[src/hw/rtl/frto_pkg.sv]
// Shared types, constants and glyph ROM for the frame-rate text overlay.
package frto_pkg;

	localparam int RATE_BITS    = 17;
	localparam int FRAME_BITS   = 12;
	localparam int CFG_IDX_BITS = 2;
	localparam int PIX_BITS     = 16;

	typedef enum logic [CFG_IDX_BITS-1:0] {
		REG_FRAME_RATE   = 2'd0,
		REG_FRAME_WIDTH  = 2'd1,
		REG_FRAME_HEIGHT = 2'd2
	} cfg_reg_t;

	localparam int GLYPH_W     = 8;
	localparam int GLYPH_H     = 12;
	localparam int MARGIN      = 10;
	localparam int GLYPH_H_IDX = 10;
	localparam int GLYPH_Z_IDX = 11;
	localparam int NUM_GLYPHS  = 12;

	localparam logic [PIX_BITS-1:0] WHITE = 16'hFFFF;

	// MSB of each row byte is the leftmost pixel.
	localparam logic [7:0] GLYPH_ROM [0:NUM_GLYPHS-1][0:GLYPH_H-1] = '{
		'{8'h3C, 8'h66, 8'h66, 8'h66, 8'h66, 8'h66, 8'h66, 8'h66, 8'h66, 8'h66, 8'h66, 8'h3C},
		'{8'h18, 8'h38, 8'h18, 8'h18, 8'h18, 8'h18, 8'h18, 8'h18, 8'h18, 8'h18, 8'h18, 8'h7E},
		'{8'h3C, 8'h66, 8'h06, 8'h06, 8'h0C, 8'h18, 8'h30, 8'h60, 8'h60, 8'h60, 8'h66, 8'h7E},
		'{8'h3C, 8'h66, 8'h06, 8'h06, 8'h06, 8'h1C, 8'h06, 8'h06, 8'h06, 8'h06, 8'h66, 8'h3C},
		'{8'h0C, 8'h1C, 8'h3C, 8'h6C, 8'h6C, 8'h6C, 8'h7E, 8'h0C, 8'h0C, 8'h0C, 8'h0C, 8'h0C},
		'{8'h7E, 8'h60, 8'h60, 8'h60, 8'h7C, 8'h06, 8'h06, 8'h06, 8'h06, 8'h06, 8'h66, 8'h3C},
		'{8'h3C, 8'h66, 8'h60, 8'h60, 8'h7C, 8'h66, 8'h66, 8'h66, 8'h66, 8'h66, 8'h66, 8'h3C},
		'{8'h7E, 8'h06, 8'h06, 8'h0C, 8'h0C, 8'h18, 8'h18, 8'h30, 8'h30, 8'h30, 8'h30, 8'h30},
		'{8'h3C, 8'h66, 8'h66, 8'h66, 8'h66, 8'h3C, 8'h66, 8'h66, 8'h66, 8'h66, 8'h66, 8'h3C},
		'{8'h3C, 8'h66, 8'h66, 8'h66, 8'h66, 8'h66, 8'h3E, 8'h06, 8'h06, 8'h06, 8'h66, 8'h3C},
		'{8'h66, 8'h66, 8'h66, 8'h66, 8'h66, 8'h7E, 8'h66, 8'h66, 8'h66, 8'h66, 8'h66, 8'h66},
		'{8'h00, 8'h00, 8'h7E, 8'h06, 8'h0C, 8'h18, 8'h30, 8'h60, 8'h7E, 8'h00, 8'h00, 8'h00}
	};

endpackage

[src/hw/rtl/frto_bcd_conv.sv]
// Sequential binary to BCD converter (shift and add-3), one bit per cycle.
module frto_bcd_conv #(
	parameter int DIGITS = 5
) (
	input  logic                            clk,
	input  logic                            arst_n,
	input  logic                            start,
	input  logic [frto_pkg::RATE_BITS-1:0]  value,
	output logic                            busy,
	output logic [4*DIGITS-1:0]             bcd
);
	import frto_pkg::*;

	localparam int CNT_BITS = $clog2(RATE_BITS + 1);

	logic [CNT_BITS-1:0]  cnt_q;
	logic [RATE_BITS-1:0] bin_q;
	logic [4*DIGITS-1:0]  bcd_q;
	logic [4*DIGITS-1:0]  adj;

	always_comb begin
		for (int i = 0; i < DIGITS; i++) begin
			if (bcd_q[4*i +: 4] >= 4'd5)
				adj[4*i +: 4] = bcd_q[4*i +: 4] + 4'd3;
			else
				adj[4*i +: 4] = bcd_q[4*i +: 4];
		end
	end

	always_ff @(posedge clk or negedge arst_n) begin
		if (!arst_n) begin
			cnt_q <= '0;
			bin_q <= '0;
			bcd_q <= '0;
		end else if (start) begin
			cnt_q <= CNT_BITS'(RATE_BITS);
			bin_q <= value;
			bcd_q <= '0;
		end else if (cnt_q != '0) begin
			cnt_q <= cnt_q - 1'b1;
			bin_q <= {bin_q[RATE_BITS-2:0], 1'b0};
			bcd_q <= {adj[4*DIGITS-2:0], bin_q[RATE_BITS-1]};
		end
	end

	assign busy = (cnt_q != '0);
	assign bcd  = bcd_q;

endmodule

[src/hw/rtl/frame_rate_text_overlay_core.sv]
// Top level of the frame-rate text overlay: registers, pixel pipeline and output.
// Draws "<rate>Hz" in white with an 8x12 font, 10 pixels in from the right edge and
// 10 pixels down from the top of an RGB565 stream. One pixel per clock while the output
// is not stalled and no conversion is running, through the input register, placement
// compare, glyph lookup and output register. A write to frame_rate starts a binary to
// decimal conversion; cfg_ready and in_ready are low until it completes. Width and
// height writes need no conversion and do not lower cfg_ready.
module frame_rate_text_overlay_core #(
	parameter int COORD_BITS  = 12,
	parameter int RATE_DIGITS = 5
) (
	input  logic                                clk,
	input  logic                                arst_n,
	input  logic                                cfg_valid,
	output logic                                cfg_ready,
	input  logic [frto_pkg::CFG_IDX_BITS-1:0]   cfg_index,
	input  logic [frto_pkg::RATE_BITS-1:0]      cfg_data,
	input  logic                                in_valid,
	output logic                                in_ready,
	input  logic [COORD_BITS-1:0]               pixel_col,
	input  logic [COORD_BITS-1:0]               pixel_row,
	input  logic [frto_pkg::PIX_BITS-1:0]       pixel_in,
	output logic                                out_valid,
	input  logic                                out_ready,
	output logic [frto_pkg::PIX_BITS-1:0]       pixel_out
);
	import frto_pkg::*;

	localparam int SIZE_BITS = (COORD_BITS < FRAME_BITS) ? COORD_BITS : FRAME_BITS;
	localparam logic [RATE_BITS-1:0] RATE_TOP = RATE_BITS'(10 ** RATE_DIGITS - 1);

	// config registers
	logic [COORD_BITS-1:0] width_q;
	logic [COORD_BITS-1:0] height_q;
	logic                  cfg_xfer;
	logic                  rate_wr;
	logic [RATE_BITS-1:0]  rate_sat;
	logic                  conv_busy;
	logic [4*RATE_DIGITS-1:0] bcd;

	assign cfg_ready = !conv_busy;
	assign cfg_xfer  = cfg_valid && cfg_ready;
	assign rate_wr   = cfg_xfer && (cfg_index == REG_FRAME_RATE);
	assign rate_sat  = (cfg_data > RATE_TOP) ? RATE_TOP : cfg_data;

	always_ff @(posedge clk or negedge arst_n) begin
		if (!arst_n) begin
			width_q  <= COORD_BITS'(320);
			height_q <= COORD_BITS'(240);
		end else if (cfg_xfer) begin
			case (cfg_index)
				REG_FRAME_WIDTH:  width_q  <= COORD_BITS'(cfg_data[SIZE_BITS-1:0]);
				REG_FRAME_HEIGHT: height_q <= COORD_BITS'(cfg_data[SIZE_BITS-1:0]);
				default: ;
			endcase
		end
	end

	frto_bcd_conv #(
		.DIGITS (RATE_DIGITS)
	) u_bcd (
		.clk    (clk),
		.arst_n (arst_n),
		.start  (rate_wr),
		.value  (rate_sat),
		.busy   (conv_busy),
		.bcd    (bcd)
	);

	// label geometry, registered from config
	logic [2:0]            nd;
	logic [COORD_BITS-1:0] label_w;
	logic [2:0]            nd_q;
	logic [COORD_BITS-1:0] label_w_q;
	logic [COORD_BITS-1:0] x0_q;
	logic                  fits_q;

	always_comb begin
		nd = 3'd1;
		for (int i = 1; i < RATE_DIGITS; i++) begin
			if (bcd[4*i +: 4] != 4'd0)
				nd = 3'(i + 1);
		end
		label_w = COORD_BITS'({nd + 3'd2, 3'b000});
	end

	always_ff @(posedge clk or negedge arst_n) begin
		if (!arst_n) begin
			nd_q      <= 3'd1;
			label_w_q <= COORD_BITS'(3 * GLYPH_W);
			x0_q      <= '0;
			fits_q    <= 1'b0;
		end else begin
			nd_q      <= nd;
			label_w_q <= label_w;
			x0_q      <= width_q - label_w - COORD_BITS'(MARGIN);
			fits_q    <= (width_q >= label_w + COORD_BITS'(MARGIN));
		end
	end

	// pixel pipeline
	logic                  en;
	logic                  in_xfer;
	logic                  v_s1, v_s2, v_s3;
	logic [COORD_BITS-1:0] col_s1, row_s1;
	logic [PIX_BITS-1:0]   pix_s1, pix_s2, pixel_out_s3;
	logic                  hit_s2;
	logic [5:0]            off_s2;
	logic [3:0]            rowi_s2;

	assign en       = !v_s3 || out_ready;
	assign in_ready = en && !conv_busy;
	assign in_xfer  = in_valid && in_ready;

	// stage 2 placement
	logic [COORD_BITS-1:0] off_full;
	logic [COORD_BITS-1:0] rowi_full;
	logic                  hit_x, hit_y;

	always_comb begin
		off_full  = col_s1 - x0_q;
		rowi_full = row_s1 - COORD_BITS'(MARGIN);
		hit_x = fits_q && (col_s1 >= x0_q) && (off_full < label_w_q) && (col_s1 < width_q);
		hit_y = (row_s1 >= COORD_BITS'(MARGIN)) &&
			(row_s1 < COORD_BITS'(MARGIN + GLYPH_H)) && (row_s1 < height_q);
	end

	// stage 3 glyph lookup
	logic [2:0] pos;
	logic [2:0] bitp;
	logic [2:0] didx;
	logic [3:0] digit;
	logic [3:0] gsel;
	logic [7:0] row_byte;
	logic       set;

	always_comb begin
		pos   = off_s2[5:3];
		bitp  = off_s2[2:0];
		didx  = nd_q - 3'd1 - pos;
		digit = 4'd0;
		for (int i = 0; i < RATE_DIGITS; i++) begin
			if (didx == 3'(i))
				digit = bcd[4*i +: 4];
		end
		if (pos < nd_q)
			gsel = digit;
		else if (pos == nd_q)
			gsel = 4'(GLYPH_H_IDX);
		else
			gsel = 4'(GLYPH_Z_IDX);
		row_byte = GLYPH_ROM[gsel][rowi_s2];
		set      = hit_s2 && row_byte[3'd7 - bitp];
	end

	always_ff @(posedge clk or negedge arst_n) begin
		if (!arst_n) begin
			v_s1 <= 1'b0;
			v_s2 <= 1'b0;
			v_s3 <= 1'b0;
		end else if (en) begin
			v_s1 <= in_xfer;
			v_s2 <= v_s1;
			v_s3 <= v_s2;
		end
	end

	always_ff @(posedge clk) begin
		if (en) begin
			col_s1       <= pixel_col;
			row_s1       <= pixel_row;
			pix_s1       <= pixel_in;
			hit_s2       <= hit_x && hit_y;
			off_s2       <= off_full[5:0];
			rowi_s2      <= hit_y ? rowi_full[3:0] : 4'd0;
			pix_s2       <= pix_s1;
			pixel_out_s3 <= set ? WHITE : pix_s2;
		end
	end

	assign out_valid = v_s3;
	assign pixel_out = pixel_out_s3;

	a_rate_starts_conv: assert property (@(posedge clk) disable iff (!arst_n)
		rate_wr |=> conv_busy)
		else $error("rate write did not start conversion");

	a_no_pixel_while_conv: assert property (@(posedge clk) disable iff (!arst_n)
		conv_busy |-> !in_ready)
		else $error("pixel accepted during conversion");

	a_stall_holds: assert property (@(posedge clk) disable iff (!arst_n)
		v_s3 && !out_ready |=> v_s3 && $stable(pixel_out_s3))
		else $error("stalled output changed");

	a_xfer_enters: assert property (@(posedge clk) disable iff (!arst_n)
		in_xfer |=> v_s1)
		else $error("transfer lost at stage 1");

endmodule
[config.mk]
export PLATFORM = sky130hd
export DESIGN_NAME = frame_rate_text_overlay_core
export DESIGN_NICKNAME = d
export VERILOG_FILES = /design/src/hw/rtl/frto_pkg.sv /design/src/hw/rtl/frto_bcd_conv.sv /design/src/hw/rtl/frame_rate_text_overlay_core.sv
export SDC_FILE = /design/constraint.sdc
export NUM_CORES = 1
export LEC_CHECK = 0
export ABC_AREA = 1
export BUFFER_PORTS_ARGS = -buffer_cell sky130_fd_sc_hd__clkbuf_2
export CORE_MARGIN = 4
export CORE_UTILIZATION = 40
export DETAILED_ROUTE_END_ITERATION = 8
export GPL_TIMING_DRIVEN = 0
export PLACE_DENSITY = 0.6
export SYNTH_ARGS = -nofsm -noshare
export SYNTH_HDL_FRONTEND = slang
export SYNTH_HIERARCHICAL = 1
export SYNTH_SLANG_ARGS = --single-unit
[constraint.sdc]
create_clock -name clk -period 9 [get_ports clk]
set_clock_uncertainty 0.2 [all_clocks]
set_input_delay 0.45 -clock clk [delete_from_list [all_inputs] [get_ports clk]]
set_output_delay 0.45 -clock clk [all_outputs]
set_load 0.01 [all_outputs]
==> reports/qor.yml, run 1 <==
outcome: "finished clean"
cts_tree: "yes"
r2r_cells: 23
post_cts.repair.setup_buffers: 0
core_area_um2: 24200
dp_slack_ns: 4.62
grt_pass1_wl_um: 37500
slew_viol_final: 0
die_y_um: 165
syn_area_um2: 9800
die_w_um: 165
timing.final.crit_period_ns: 4.42
crit_end: "pixel_out[4]$_SDFFCE_PP1N_"
multi_input_area_um2: 4290
via_count: 7892
worst-endpoint-required_ns: 8.98
grt_max_degree: 77
numPortBuffers: 82
hp-class: "in -> reg"
clk_latency_ns: 0.42
fin_ws_ns: 4.58
wirelength_um: 22100
synth_edf_count: 83
drv_cap: 0
finalCritPeriodShare: 0.491
crit_arrival_ns: 4.40
met3_usage: 0.0297
timing.rr.start: "nd_q[0]$_DFF_PN1_"
detail_route.wl_per_cell_um: 13.6
place_congestion: 0.921
grt_antenna_before_repair: 0
met2_usage: 0.279
clockRootBuffer: "clkbuf_16"
total_leakage_power_nw: 5.75
clock-sinks: 170
synth_seq_cells: 170
synth_top_family_by_area: "simple AND/OR/NAND/NOR gates"
crit_type: "reg -> reg"
grt_pass1_vias: 7814
ir_worst_vdd_uv: 251
cts_buffer_depth: 2
total_power_mw: 4.86
maxClockFrequency_ghz: 0.226
seq_area_frac_synth: 0.477
design.portCount: 83
start_util: 0.405
grt_overflow_total: 0
synth_fa_ha_area_frac: 0.0947
start_kind: "flip-flop"
rsz0062_at_grt: "no"
synth_ff_type: "edfxtp_1"
row_count: 57
pwr_density_cell_nw_per_um2: 418
yosysUniqueCellTypes: 48
place_area_um2: 10700
yosys.area_share.simple: 0.249
critPathSlowestCell: "dfstp_2"
timing.rr.end: "pixel_out[4]$_SDFFCE_PP1N_"
syn_avg_cell_area_um2: 8.54
busiest_layer: "met2"
synthArstFlopShare: 0.512
htreeDepth: 4
syn_inst: 1148
postRouteAntennaNets: 0
slew_headroom: 0.540
drt_iter0_drc: 592
clk_pin_slew_ns: 0.07
hold_viol: 0
critPathCaptureType: "flip-flop"
synth_fp_nets: 1285
slowest_delay_ns: 0.54
track_usage: 0.171
tns_ns: 0
antenna_cells: 0
dr.pass1.iters: 6
ff_latch_area_um2: 4680
worstMarginPinSlew_ns: 0.691
met1_usage: 0.235
synth_warnings: 6
finalNetCount: 1425
dp_hpwl_um: 16600
viasPerCell: 4.86
crit_start: "nd_q[0]$_DFF_PN1_"
final_layout_size_suffix_gt1_frac: 0.147
cp_max_fo: 10
drc: 0
dp_cells: 1556
critPathMostFrequentCell: "nand3_1"
fin_util: 0.481
synth_compound_area_frac: 0.0776
setup-violations-final: 0
die_area_um2: 27100
stdcell_area_um2: 11600
fillers: 2323
cts_buffers: 17
synth_xor_area_frac: 0.0161
areaGrowthSynthToFinish_pct: 18.6
path_cells: "ha_1, fa_1, nand2_1, clkinv_1, nand3_1, nand4_1, nor2_2, inv_1, ha_1, nand3_1, nand3_1, nand2_1, inv_1, nand2_1, nand3_1, nand3_1, nand3_1, nand2_1, nand2_1, nand2_2, nand3_4, buf_8, nand2_2"
ff2ff_setup_slack_ns: 4.58
layout.cells.non_filler: 1625
synthMuxAreaShare: 0
hold_ws_ns: 0.0311
## what timing repair did
item,4_1_cts,5_1_grt
gates resized for setup,0,0
hold buffers,37,0
hold endpoints to repair,77,0
## where the power goes
part / total, mW / switching (mW) / internal, mW
logic: 2.84 / 1.83 / 1.01
clock network: 0.724 / 0.330 / 0.394
registers: 1.30 / 0.177 / 1.12
## metal layers
layer | vias to the layer above | wire length (um) | share of wire
met5 | - | 0 | 0
met4 | 0 | 239 | 0.011
met3 | 20 | 917 | 0.041
met2 | 173 | 10500 | 0.48
met1 | 3655 | 10400 | 0.47
li1 | 4044 | - | -
## worst min-delay path by stage
stage,start,end,cells past startpoint
floorplan,arst_n,fits_q$_DFF_PN0_,0
global placement,pix_s1[4]$_DFFE_PN_,pix_s2[4]$_DFFE_PN_,0
detailed placement,pix_s1[0]$_DFFE_PN_,pix_s2[0]$_DFFE_PN_,0
CTS,pixel_col[7],col_s1[7]$_DFFE_PN_,1
global route,pixel_col[6],col_s1[6]$_DFFE_PN_,1
finish,pixel_col[6],col_s1[6]$_DFFE_PN_,1
## cells by family after synthesis
group | after synthesis
xor+xnor | 18
buf+inv | 204
simple gates | 548
flops | 170
compound gates | 135
fa+ha+maj | 73
## critical path: cells and delay by family, from the launching register on
family                     cells  cell delay, ns
buffers and inverters          4            0.52
and+or+nand+nor               16            1.75
adders and majority gates      3            1.16
DFF                            1            0.54
## synth_stat cells (2+ instances only)
cell type | count | share of area
a211oi_1 | 3 | 0.0023
a21boi_0 | 2 | 0.0015
a21oi_1 | 38 | 0.019
a31oi_1 | 3 | 0.0019
and2_1 | 2 | 0.0013
buf_2 | 7 | 0.0036
buf_6 | 6 | 0.0069
clkbuf_1 | 10 | 0.0038
clkinv_1 | 4 | 0.0015
dfrtp_1 | 79 | 0.20
dfstp_2 | 8 | 0.021
edfxtp_1 | 83 | 0.25
fa_1 | 2 | 0.0041
ha_1 | 71 | 0.091
inv_1 | 167 | 0.064
inv_2 | 8 | 0.0031
nand2_1 | 302 | 0.12
nand2_2 | 15 | 0.0096
nand2_4 | 3 | 0.0034
nand3_1 | 114 | 0.058
nand3_2 | 7 | 0.0071
nand3b_1 | 3 | 0.0023
nand4_1 | 17 | 0.011
nor2_1 | 58 | 0.022
nor2_2 | 10 | 0.0064
nor2_4 | 2 | 0.0023
nor3_1 | 6 | 0.0031
nor4_1 | 6 | 0.0038
o211ai_1 | 6 | 0.0046
o21ai_0 | 63 | 0.032
o21ai_1 | 6 | 0.0031
o21ai_2 | 2 | 0.0018
o21bai_1 | 3 | 0.0023
or2_2 | 2 | 0.0013
xnor2_1 | 5 | 0.0045
xor2_1 | 13 | 0.012
## registers in the layout, summed over array words and instances, names as in the netlist, 6 cells and up
name	cells
u_bcd/bcd	20
u_bcd/bin_q	17
pix_s1	16
pix_s2	16
pixel_out	16
col_s1	12
height_q	12
row_s1	12
width_q	12
x0_q	12
off_s2	6
## final cells by class
type | instances | area share
multi-input combinational | 774 | 0.369
tap | 324 | 0.0349
sequential | 170 | 0.402
buffer | 25 | 0.0137
clock buffer | 17 | 0.0366
clock inverter | 15 | 0.0139
inverter | 179 | 0.0580
timing repair buffer | 121 | 0.0715
## layout by cell type, fill, tap and decap left out, types with 6 or more instances in the layout
master | Yosys | routed
nand2_1 | 302 | 302
inv_1 | 167 | 166
nand3_1 | 114 | 114
edfxtp_1 | 83 | 83
clkbuf_2 | 0 | 81
dfrtp_1 | 79 | 79
ha_1 | 71 | 71
o21ai_0 | 63 | 63
nor2_1 | 58 | 58
a21oi_1 | 38 | 38
dlygate4sd3_1 | 0 | 37
nand4_1 | 17 | 17
clkbuf_16 | 0 | 17
nand2_2 | 15 | 15
xor2_1 | 13 | 13
clkbuf_1 | 10 | 10
nor2_2 | 10 | 10
inv_2 | 8 | 8
dfstp_2 | 8 | 8
nand3_2 | 7 | 7
buf_2 | 7 | 7
o211ai_1 | 6 | 6
nor4_1 | 6 | 6
nor3_1 | 6 | 6
o21ai_1 | 6 | 6
buf_6 | 6 | 6
Note: power is estimated with default switching activity, not from simulation.
==> inputs of run 2 (changes only) <==
--- a/config.mk
+++ b/config.mk
@@ -5,13 +5,13 @@
 export SDC_FILE = /design/constraint.sdc
 export NUM_CORES = 1
 export LEC_CHECK = 0
-export ABC_AREA = 1
+export ABC_AREA = 0
 export BUFFER_PORTS_ARGS = -buffer_cell sky130_fd_sc_hd__clkbuf_2
 export CORE_MARGIN = 4
 export CORE_UTILIZATION = 40
 export DETAILED_ROUTE_END_ITERATION = 8
 export GPL_TIMING_DRIVEN = 0
-export PLACE_DENSITY = 0.6
+export PLACE_DENSITY = 0.62
 export SYNTH_ARGS = -nofsm -noshare
 export SYNTH_HDL_FRONTEND = slang
 export SYNTH_HIERARCHICAL = 1
==> constraint.sdc (replaced) <==
create_clock -name clk -period 3.6 [get_ports clk]
set_clock_uncertainty 0.2 [all_clocks]
set_input_delay 0.18 -clock clk [delete_from_list [all_inputs] [get_ports clk]]
set_output_delay 0.18 -clock clk [all_outputs]
set_load 0.01 [all_outputs]
==> run 2 against run 1 <==
The run now ends with setup timing left. Setup slack worse by 5.6 ns. Critical endpoint is now pixel_out[7]$_SDFFCE_PP1N_. Utilization up 3.7 points. Global-route usage grew 1.7 points. Non-clock buffer count grew 75. Critical path depth fell by 5. Wire length is 20% higher. Via count grew 5.1%. First-iteration DRC count grew 19%.
==> reports/qor.yml, run 2 <==
cts_buffers: 17
synthTopCellsByArea: "edfxtp_1 (25%), dfrtp_1 (20%), ha_1 (8.8%)"
layout_commonest_cell: "inv_1"
synth_xor_area_frac: 0.0147
finalNetCount: 1330
grt_pass1_vias: 8410
drt_iter0_drc: 707
cp_max_fo: 7
synth_common_cells: "inv_1 (97), nand2_1 (90), edfxtp_1 (83), dfrtp_1 (79), o21ai_0 (79)"
place_congestion: 0.950
start_util: 0.410
crit_arrival_ns: 4.70
areaGrowthSynthToFinish_pct: 26.3
hp-class: "in -> reg"
yosysUniqueCellTypes: 82
dp_cells: 1410
track_usage: 0.187
grt_max_degree: 69
synth_ff_type: "edfxtp_1"
critPathCaptureType: "flip-flop"
row_count: 57
via_count: 8297
syn_area_um2: 10100
syn_avg_cell_area_um2: 10.0
numPortBuffers: 82
postRouteAntennaNets: 0
dr.pass1.iters: 5
rsz0062_at_grt: "yes"
synth_warnings: 6
drv_cap: 0
synth_fa_ha_area_frac: 0.0924
grt_overflow_total: 0
synth_edf_count: 83
slew_headroom: 0.564
detail_route.wl_per_cell_um: 17.3
setup-violations-final: 16
htreeDepth: 4
die_area_um2: 27700
worst-endpoint-required_ns: 3.69
largest_register_ffs: 20
layout_common_cells: "inv_1 (93), clkbuf_2 (89), nand2_1 (88)"
synth_top_cell_area_share: 0.248
maxClockFrequency_ghz: 0.217
yosys.area.top_type: "edfxtp_1"
synth_top_family_by_area: "compound AO/OA/AOI/OAI gates"
clk_pin_slew_ns: 0.06
final_layout_size_suffix_gt1_frac: 0.218
cts_tree: "yes"
clock-sinks: 170
synth_seq_cells: 170
synth.most_common_cell: "inv_1"
start_kind: "flip-flop"
dp_hpwl_um: 18300
synthMuxAreaShare: 0.0365
wirelength_um: 26500
hold_viol: 0
antenna_cells: 0
synthArstFlopShare: 0.512
design.portCount: 83
synth_compound_area_frac: 0.167
timing.final.crit_period_ns: 4.62
outcome: "finished, violations left"
fin_ws_ns: -1.02
clk_latency_ns: 0.42
clockRootBuffer: "clkbuf_16"
path_cells: "ha_4, fa_1, clkbuf_8, mux4_2, mux2_4, mux2i_2, buf_6, inv_6, ha_4, inv_2, nand2_2, nand3_2, a31oi_1, or4_4, o31ai_4, a32o_2, buf_6, or2_1"
worstMarginPinSlew_ns: 0.653
cts_buffer_depth: 2
drc: 0
seq_area_frac_synth: 0.466
dp_slack_ns: -1.36
grt_pass1_wl_um: 43100
die_y_um: 167
grt_antenna_before_repair: 0
slowest_delay_ns: 0.55
syn_inst: 1002
violations: "setup timing"
crit_type: "reg -> reg"
critPathSlowestCell: "dfstp_2"
viasPerCell: 5.43
die_w_um: 167
yosys.area_share.simple: 0.160
synth_fp_nets: 1139
slew_viol_final: 0
fin_util: 0.518
core_area_um2: 24500
layout.cells.non_filler: 1529
finalCritPeriodShare: 1.28
==> run 2: cell count changes after synthesis, moves of 13 or more <==
cell / previous run / this run
nor3_1: 6 / 19
clkbuf_1: 10 / 29
or3_1: 0 / 20
mux2i_1: 0 / 22
nor2b_1: 0 / 23
a21o_1: 0 / 14
nand2_1: 302 / 90
o211ai_1: 6 / 19
nand3_1: 114 / 25
nand2_2: 15 / 0
o21ai_0: 63 / 79
or2_2: 2 / 16
inv_1: 167 / 97
==> run 2: cells by family after synthesis <==
logic type,after synthesis
AO/OA/AOI/OAI,249
XOR/XNOR,16
adder cells (fa/ha/maj),73
buffers and inverters,147
flip-flops,170
multiplexers,32
AND/OR/NAND/NOR,315
==> run 2: area by class of cell <==
cell class,instances,area [um2]
clock buffer,22,444
tap,324,405
sequential,170,4680
inverter,98,385
multi-input combinational,685,5050
timing repair buffer,173,1310
buffer,48,308
clock inverter,9,116
fill,2209,11800
==> run 2: metrics by stage <==
stage                     hold WS [ns]  cell area (um2)  TNS (ns)
after floorplan                 -0.316            10200     -9.34
after global placement           0.157            11000    -56.19
after detailed placement        0.0557            11000    -29.97
after CTS                       0.0731            12500    -16.27
after global routing            0.0992            12700    -17.90
final                           0.0773            12700    -15.92
==> run 2: worst max-delay path, delay by kind of cell (launching register included) <==
kind	cells	cell delay, ns
AOI/OAI and AO/OA	3	0.72
adders and majority gates	3	0.74
buffers and inverters	5	0.67
DFF	1	0.55
muxes	3	0.81
and+or+nand+nor	4	0.80
==> run 2: path summary, 6_finish.rpt <==
check | startpoint | to | slack (ns) | cells after the start
setup / recovery | nd_q[0]$_DFF_PN1_ | pixel_out[7]$_SDFFCE_PP1N_ | -1.02 | 18
hold / removal | cfg_valid | width_q[1]$_DFFE_PN0P_ | 0.08 | 5
setup reg to reg | nd_q[0]$_DFF_PN1_ | pixel_out[7]$_SDFFCE_PP1N_ | -1.02 | 18
hold reg to reg | pix_s1[1]$_DFFE_PN_ | pix_s2[1]$_DFFE_PN_ | 0.22 | 0
max in group asynchronous | arst_n | nd_q[0]$_DFF_PN1_ | 2.35 | 3
min in group asynchronous | arst_n | u_bcd/bin_q[9]$_DFFE_PN0P_ | 0.14 | 2
==> run 2: what timing repair did <==
| action | in CTS | in global routing |
|---|---|---|
| endpoints found under the setup margin | 55 | 76 |
| hold buffers | 62 | 0 |
| pin swaps | 13 | 33 |
| endpoints found under the hold margin | 121 | 0 |
| setup buffers | 17 | 9 |
| gates cloned | 1 | 0 |
| resized for setup | 25 | 46 |
==> run 2: layer usage <==
metal / track usage / share of wire / up-vias
met2: 0.316 / 0.49 / 268
met1: 0.247 / 0.44 / 3976
met3: 0.0296 / 0.048 / 62
met4: 0.0647 / 0.025 / 0
met5: 0 / 0 / -
li1: - / - / 3991
Power of run 2 is left out: the tool's default activity adds up to more than one toggle a clock period on the data nets, which glitch-free logic cannot reach.
